==> src/rtl/core/b2da_pkg.sv <==
// ----------------------------------------------------------------------------
// b2da_pkg
// Shared constants and the double-dabble step for the decimal ASCII converter.
// ----------------------------------------------------------------------------
package b2da_pkg;

    localparam int BinW          = 32;              // input number width
    localparam int DigitN        = 10;              // max decimal digits
    localparam int BcdW          = 4 * DigitN;      // packed BCD width
    localparam int DdW           = BcdW + BinW;     // BCD + binary shift word
    localparam int StageN        = 4;               // pipeline stages
    localparam int StepsPerStage = BinW / StageN;   // bits shifted per stage
    localparam int DigIdxW       = $clog2(DigitN);  // digit index width
    localparam int CharW         = 6;               // ASCII digit code width
    localparam int OutDataW      = 8;               // output tdata width

    localparam logic [CharW-1:0] AsciiZero = 6'd48;

    // One shift-and-add-3 step: correct each BCD nibble, then shift left.
    function automatic logic [DdW-1:0] dd_step(input logic [DdW-1:0] x);
        logic [DdW-1:0] y;
        y = x;
        for (int i = 0; i < DigitN; i++) begin
            if (y[BinW + 4*i +: 4] >= 4'd5) begin
                y[BinW + 4*i +: 4] = y[BinW + 4*i +: 4] + 4'd3;
            end
        end
        return {y[DdW-2:0], 1'b0};
    endfunction

endpackage

==> src/rtl/core/binary_to_decimal_ascii_digits.sv <==
// The first digit is offered once the number has passed the 4 double-dabble
// stages in order and has then been loaded into the serializer's digit
// register. Throughput: one digit per cycle while the output is ready; a
// number sends 1 to 10 digits, set by its digit count; the stages take a new
// number every cycle unless back-pressure holds them.
// Reset: synchronous, active low; clears all valid flags, numbers in flight are dropped.
// ----------------------------------------------------------------------------
// binary_to_decimal_ascii_digits
// Streams a 32-bit unsigned number out as ASCII decimal digits, no leading
// zeros, MSD first, tlast on the units digit.
// ----------------------------------------------------------------------------
module binary_to_decimal_ascii_digits
    import b2da_pkg::*;
(
    input  logic                i_clk,
    input  logic                i_rst_n,
    // input stream
    input  logic                i_s_tvalid,
    output logic                o_s_tready,
    input  logic [BinW-1:0]     i_s_tdata,   // [31:0] number
    // output stream
    output logic                o_m_tvalid,
    input  logic                i_m_tready,
    output logic [OutDataW-1:0] o_m_tdata,   // [5:0] digit_char, [7:6] zero
    output logic                o_m_tlast    // last_digit
);

    // Chain of handshakes through the conversion stages. Entry k feeds
    // stage k; entry StageN feeds the serializer.
    logic [StageN:0] w_valid;
    logic [StageN:0] w_ready;
    logic [DdW-1:0]  w_data [StageN+1];

    // Shift word: BCD accumulator in the upper bits, binary in the lower.
    assign w_valid[0] = i_s_tvalid;
    assign w_data[0]  = {{BcdW{1'b0}}, i_s_tdata};
    assign o_s_tready = w_ready[0];

    // Each stage runs StepsPerStage shift-add-3 steps and registers; a stage
    // takes a new word when it is empty or its content moves on this cycle.
    for (genvar g = 0; g < StageN; g++) begin : g_stage
        b2da_dd_stage u_stage (
            .i_clk   (i_clk),
            .i_rst_n (i_rst_n),
            .i_valid (w_valid[g]),
            .o_ready (w_ready[g]),
            .i_data  (w_data[g]),
            .o_valid (w_valid[g+1]),
            .i_ready (w_ready[g+1]),
            .o_data  (w_data[g+1])
        );
    end

    // After all 32 shifts the upper bits hold ten packed BCD digits. The
    // serializer loads them and walks down from the leading nonzero digit;
    // it reloads in the same cycle the last digit transfers.
    b2da_serializer u_ser (
        .i_clk   (i_clk),
        .i_rst_n (i_rst_n),
        .i_valid (w_valid[StageN]),
        .o_ready (w_ready[StageN]),
        .i_bcd   (w_data[StageN][DdW-1:BinW]),
        .o_valid (o_m_tvalid),
        .i_ready (i_m_tready),
        .o_data  (o_m_tdata),
        .o_last  (o_m_tlast)
    );

endmodule

==> src/rtl/core/b2da_dd_stage.sv <==
// ----------------------------------------------------------------------------
// b2da_dd_stage
// One registered double-dabble stage: StepsPerStage shift-add-3 steps.
// ----------------------------------------------------------------------------
module b2da_dd_stage
    import b2da_pkg::*;
(
    input  logic           i_clk,
    input  logic           i_rst_n,
    input  logic           i_valid,
    output logic           o_ready,
    input  logic [DdW-1:0] i_data,
    output logic           o_valid,
    input  logic           i_ready,
    output logic [DdW-1:0] o_data
);

    logic           r_valid;
    logic [DdW-1:0] r_data;
    logic [DdW-1:0] n_data;

    always_comb begin
        n_data = i_data;
        for (int s = 0; s < StepsPerStage; s++) begin
            n_data = dd_step(n_data);
        end
    end

    assign o_ready = !r_valid || i_ready;

    always_ff @(posedge i_clk) begin
        if (!i_rst_n) begin
            r_valid <= 1'b0;
        end else if (o_ready) begin
            r_valid <= i_valid;
        end
    end

    always_ff @(posedge i_clk) begin
        if (o_ready && i_valid) begin
            r_data <= n_data;
        end
    end

    assign o_valid = r_valid;
    assign o_data  = r_data;

endmodule

==> src/rtl/core/b2da_serializer.sv <==
// ----------------------------------------------------------------------------
// b2da_serializer
// Holds one BCD number and sends its digits, most significant first.
// ----------------------------------------------------------------------------
module b2da_serializer
    import b2da_pkg::*;
(
    input  logic                i_clk,
    input  logic                i_rst_n,
    input  logic                i_valid,
    output logic                o_ready,
    input  logic [BcdW-1:0]     i_bcd,
    output logic                o_valid,
    input  logic                i_ready,
    output logic [OutDataW-1:0] o_data,
    output logic                o_last
);

    logic               r_busy;
    logic [BcdW-1:0]    r_bcd;
    logic [DigIdxW-1:0] r_idx;
    logic [DigIdxW-1:0] n_idx;
    logic [3:0]         w_digit;
    logic               w_done;

    // Index of the highest nonzero digit; zero keeps the single units digit.
    always_comb begin
        n_idx = '0;
        for (int i = 0; i < DigitN; i++) begin
            if (i_bcd[4*i +: 4] != 4'd0) begin
                n_idx = DigIdxW'(i);
            end
        end
    end

    assign w_done  = i_ready && (r_idx == '0);
    assign o_ready = !r_busy || w_done;

    always_ff @(posedge i_clk) begin
        if (!i_rst_n) begin
            r_busy <= 1'b0;
        end else if (o_ready) begin
            r_busy <= i_valid;
        end
    end

    always_ff @(posedge i_clk) begin
        if (o_ready && i_valid) begin
            r_bcd <= i_bcd;
            r_idx <= n_idx;
        end else if (r_busy && i_ready) begin
            r_idx <= r_idx - 1'b1;
        end
    end

    assign w_digit = r_bcd[4*r_idx +: 4];
    assign o_valid = r_busy;
    assign o_last  = (r_idx == '0);
    assign o_data  = {{(OutDataW-CharW){1'b0}}, AsciiZero + {2'b00, w_digit}};

endmodule
==> config.mk <==
export PLATFORM = sky130hd
export DESIGN_NAME = binary_to_decimal_ascii_digits
export DESIGN_NICKNAME = d
export VERILOG_FILES = /design/src/rtl/core/b2da_pkg.sv /design/src/rtl/core/binary_to_decimal_ascii_digits.sv /design/src/rtl/core/b2da_dd_stage.sv /design/src/rtl/core/b2da_serializer.sv
export SDC_FILE = /design/constraint.sdc
export NUM_CORES = 1
export LEC_CHECK = 0
export ABC_AREA = 1
export BUFFER_PORTS_ARGS = -buffer_cell sky130_fd_sc_hd__buf_2
export CORE_MARGIN = 8
export CORE_UTILIZATION = 30
export CTS_BUF_LIST = sky130_fd_sc_hd__clkbuf_8
export DETAILED_ROUTE_END_ITERATION = 12
export SYNTH_ARGS = -nofsm -noshare
export SYNTH_HDL_FRONTEND = slang
export SYNTH_HIERARCHICAL = 1
export SYNTH_SLANG_ARGS = --single-unit
==> constraint.sdc <==
create_clock -name i_clk -period 17.9 [get_ports i_clk]
set_clock_uncertainty 0.05 [all_clocks]
set_input_delay 0.895 -clock i_clk [delete_from_list [all_inputs] [get_ports i_clk]]
set_output_delay 0.895 -clock i_clk [all_outputs]
set_load 0.05 [all_outputs]
* Word level (Yosys, flattened, before mapping)
Index checks and enable logic that the tools add are counted.
** Cells by class
- $add $sub $neg :: 267
- Magnitude comparators :: 265
- Shift-type cells :: 1
- Mux-type cells :: 276
- Reductions and logical operators :: 28
** Operators with widths (count)
- 4-bit by 3-bit greater-or-equal comparator with 1-bit output, second input constant :: 255
- 4-bit 2-to-1 mux :: 246
- 4-bit by 2-bit adder with 4-bit output, second input constant :: 234
- 3-bit 2-to-1 mux :: 26
- 3-bit by 2-bit adder with 3-bit output, second input constant :: 21
- 40-bit by 7-bit variable part select with 4-bit output :: 1
- 4-bit nonzero test :: 9
- 1-bit by 2-bit adder with 3-bit output, second input constant :: 9
- 1-bit by 3-bit greater-or-equal comparator with 1-bit output, second input constant :: 9
- 1-bit logical AND :: 7
- 5-bit by 5-bit adder with 6-bit output, first input constant :: 1
- 1-bit zero test :: 5
- 1-bit logical OR :: 5
- 4-bit zero test :: 1
- 2-bit 2-to-1 mux :: 2
- 4-bit by 1-bit subtractor with 4-bit output, second input constant :: 1
- 1-bit by 2-bit adder with 3-bit output, both inputs constant :: 1
- 1-bit by 3-bit greater-or-equal comparator with 1-bit output, both inputs constant :: 1
- 1-bit 2-to-1 mux :: 2
- 2-bit nonzero test :: 1
** Word-level totals
- Register bits :: 245
- Output and inout port bits :: 11
- Logic and storage cells :: 849

* Logic depth before layout (Yosys ltp)
- Depth in word-level cells :: 16
- Depth in mapped cells :: 60
- Depth with buffers taken out :: 60

* Modules after synthesis
The synthesis kept the hierarchy.
** By module, submodules not included
- b2da_dd_stage :: instances 4, cells an instance 1607, area an instance 9914.5 um^2, seq. area each 1941.9 um^2
- b2da_serializer :: instances 1, cells an instance 180, area an instance 2053.2 um^2, seq. area each 1341.3 um^2
- binary_to_decimal_ascii_digits :: instances 1, cells an instance 1, area an instance 3.8 um^2, seq. area each 0.0 um^2

* Least setup slack after synthesis
OpenSTA, ideal clock, no wires.
- Path type :: register to register
- Start point :: reg, netlist name g_stage[0].u_stage/o_data[64]
- End point :: reg g_stage[1].u_stage.r_data[69] (data pin)
- Library setup time :: 0.252 ns
- Arrival :: 5.467 ns
- Data required time :: 17.598 ns
- Path slack :: 12.131 ns
- Stages on the path, launching flop included :: 60
- Buffers on the path :: 0
- Cell sequence :: edfxtp_1 inv_1 ha_1 inv_1 nand2_1 nand3_2 nand3_1 inv_1 ha_1 inv_1 nand3_1 nand2_1 nand2_1 nand2_1 nand2_1 inv_1 ha_1 inv_1 [... 24 more ...] nand2_1 nand2_1 inv_1 ha_1 inv_1 nand4_1 nand2_1 nand2_1 nand2_1 nand2_1 inv_1 ha_1 inv_1 or2_2 nand3_1 nand2_1 nand2_1 nand2_1
** RTL lines
- end signal: assignment :: RTL line b2da_dd_stage.sv:41 : r_data <= n_data;
- end: declaration :: RTL line b2da_dd_stage.sv:19 : logic [DdW-1:0] r_data;

==> flow_metrics.env <==
export IMPL_post_cts_sizing=0
export IMPL_drt_total_wl_mm=77.8
export IMPL_antenna_found_initial=2
export IMPL_timing_worst_slew_pin_value_ps=888
export IMPL_seq_area_um2=7670
export IMPL_remaining_drc_errors=0
export IMPL_status="finished, final reports clean"
export IMPL_cts_tree="yes"
export IMPL_syn_inst=6525
export IMPL_detailroute_via_count=38200
export IMPL_maxClockFrequency_mhz=153
export IMPL_drtPass1Iterations=7
export IMPL_post_route_cells_drive_above_1_share=0.153
export IMPL_syn_area_um2=40000
export IMPL_ff2ff_path_depth=59
export IMPL_worst_setup_path_end_kind="register"
export IMPL_fillCellCount=14400
export IMPL_multi_input_comb_area_um2=28500
export IMPL_post_drt_via_cell_ratio=4.47
export IMPL_crit_start_category="register"
export IMPL_hold_violations=0
export IMPL_timing_rr_end="g_stage[1].u_stage/o_data[69]$_DFFE_PP_"
export IMPL_setup_total_negative_slack_ps=0
export IMPL_launch_point_of_the_critical_path="g_stage[0].u_stage/o_data[64]$_DFFE_PP_"
export IMPL_final_min_period_over_clock_period=0.366
export IMPL_clock_sinks=257
export IMPL_syn_area_cell_um2=6.13
export IMPL_timing_critical_path_arrival_ps=6880
export IMPL_die_height_um=381
export IMPL_layout_area_overhead_vs_synth_pct=10.0
export IMPL_rrSetupSlack_ps=11360
export IMPL_worstPathMaxFanout=4
export IMPL_insertion_delay_ps=660
export IMPL_minimum_clock_period_after_layout_ps=6540
export IMPL_cp_common_cell="nand2_1"
export IMPL_groute_usage_overall=0.107
export IMPL_antenna_left=0
export IMPL_min_delay_path_class="register to register"
export IMPL_core_area_um2=133000
export IMPL_cts_buffers_inserted=51
export IMPL_io_pins=47
export IMPL_worst_setup_path_endpoint="g_stage[1].u_stage/o_data[69]$_DFFE_PP_"
export IMPL_final_nets=7024
export IMPL_root_buffer="clkbuf_8"
export IMPL_cap_violations=0
export IMPL_cp_slowest_cell="edfxtp_1"
export IMPL_buffer_ports_inserted=42
export IMPL_global_route_overflow_total=0
export IMPL_cts_hold_buffers_added=0
export IMPL_htreeDepth=2
export IMPL_grt_pass1_wl_mm=145
export IMPL_slew_headroom=0.408
export IMPL_report_final_setup_viol=0
export IMPL_routed_length_per_placed_instance_um=9.09
export IMPL_first_global_vias=36700
export IMPL_finalWeightedCongestion=0.800
export IMPL_grt_max_degree=56
export IMPL_drtIter0Drc=1132
export IMPL_critical_path_required_ps=18240
export IMPL_detail_placement_hpwl_mm=66.0
export IMPL_slowest_delay_ps=410
export IMPL_setup_repair_after_global_routing_missed_its_margin="false"
export IMPL_critical_setup_path_class="register to register"
export IMPL_floorplan_initialDensity=0.301
export IMPL_floorplan_die_area_um2=145000
export IMPL_max_clock_path_buffers=3
export IMPL_post_cts_setup_buffers=0
export IMPL_ys_warns=6
export IMPL_placementRows=134
export IMPL_die_x_um=381
export IMPL_regToRegStartpoint="g_stage[0].u_stage/o_data[64]$_DFFE_PP_"
export IMPL_slew_violations=0
export IMPL_clkSlewWorstSetupHoldPaths_ps=70
-- through the flow --
stage                util  area (µm²)  setup slack, ps  hold slack (ps)  std cells
floorplan               -       40500            12130              350       6656
global placement    0.323       43000            11550              353       8462
finish              0.331       44000            11360              357       8557
global route        0.331       44000            10490              298       8556
detailed placement  0.323       43000            11350              356       8462
CTS                 0.331       44000            11350              274       8555
-- worst min-delay path by stage --
stage / cells after the start / end / startpoint / slack (ps)
2_1_floorplan: 0 / g_stage[1].u_stage/o_data[16]$_DFFE_PP_ / g_stage[0].u_stage/o_data[8]$_DFFE_PP_ / 350
3_3_place_gp: 0 / g_stage[1].u_stage/o_data[22]$_DFFE_PP_ / g_stage[0].u_stage/o_data[14]$_DFFE_PP_ / 350
3_5_place_dp: 0 / g_stage[1].u_stage/o_data[20]$_DFFE_PP_ / g_stage[0].u_stage/o_data[12]$_DFFE_PP_ / 360
4_1_cts: 1 / g_stage[0].u_stage/o_data[12]$_DFFE_PP_ / i_s_tdata[4] / 270
5_1_grt: 1 / g_stage[0].u_stage/o_data[12]$_DFFE_PP_ / i_s_tdata[4] / 300
6_report: 0 / g_stage[1].u_stage/o_data[31]$_DFFE_PP_ / g_stage[0].u_stage/o_data[23]$_DFFE_PP_ / 360
-- layout make-up --
| class | count | share of cell area |
|---|---|---|
| Sequential cell | 257 | 0.174 |
| Clock buffer | 51 | 0.0159 |
| Clock inverter | 42 | 0.00824 |
| Antenna cell | 2 | 0.000114 |
| Tap cell | 1768 | 0.0502 |
| Multi-Input combinational cell | 5241 | 0.648 |
| Inverter | 1150 | 0.0981 |
| Timing Repair Buffer | 46 | 0.00546 |
-- state kept, by name, indices dropped and copies added, names as in the netlist --
name / flops
u_ser/r_idx: 4
u_ser/o_valid: 1
g_stage.u_stage/o_valid: 4
u_ser/r_bcd: 40
g_stage.u_stage/o_data: 208
-- routing by layer --
layer  track usage  share of wire  up-vias
met4        0.0218          0.018        0
met2         0.220           0.53      195
met5             0              0        -
met1         0.116           0.44    16700
met3        0.0110          0.018       89
li1              -              -    21300
-- cells in the final DEF, fill, tap and decap left out, types with 13 or more instances in the layout --
| cell type | n |
|---|---|
| nand2_1 | 2444 |
| inv_1 | 1081 |
| nand3_1 | 737 |
| nand2_2 | 414 |
| edfxtp_1 | 252 |
| ha_1 | 241 |
| nand3_2 | 184 |
| nand4_1 | 168 |
| conb_1 | 134 |
| o21ai_0 | 126 |
| o21ai_2 | 109 |
| nor2_1 | 104 |
| o21ai_1 | 101 |
| inv_2 | 79 |
| xor2_1 | 76 |
| a21o_1 | 64 |
| nand3b_1 | 52 |
| clkbuf_8 | 51 |
| buf_2 | 42 |
| a21oi_1 | 36 |
| and2_1 | 29 |
| o211ai_1 | 27 |
| nand2_4 | 26 |
| nor2_2 | 20 |
| nand3_4 | 16 |
| or2_2 | 16 |
| clkinv_1 | 13 |
| xnor2_1 | 13 |
-- critical path, delay by kind of cell (launching register included) --
kind	cells	cell delay (ps)
fa+ha+maj	8	1380
buf+inv	14	880
flops	1	410
simple gates	37	3560
Power is not shown: default switching activity piles up to over one toggle a cycle in this logic, so the estimate is an artifact.
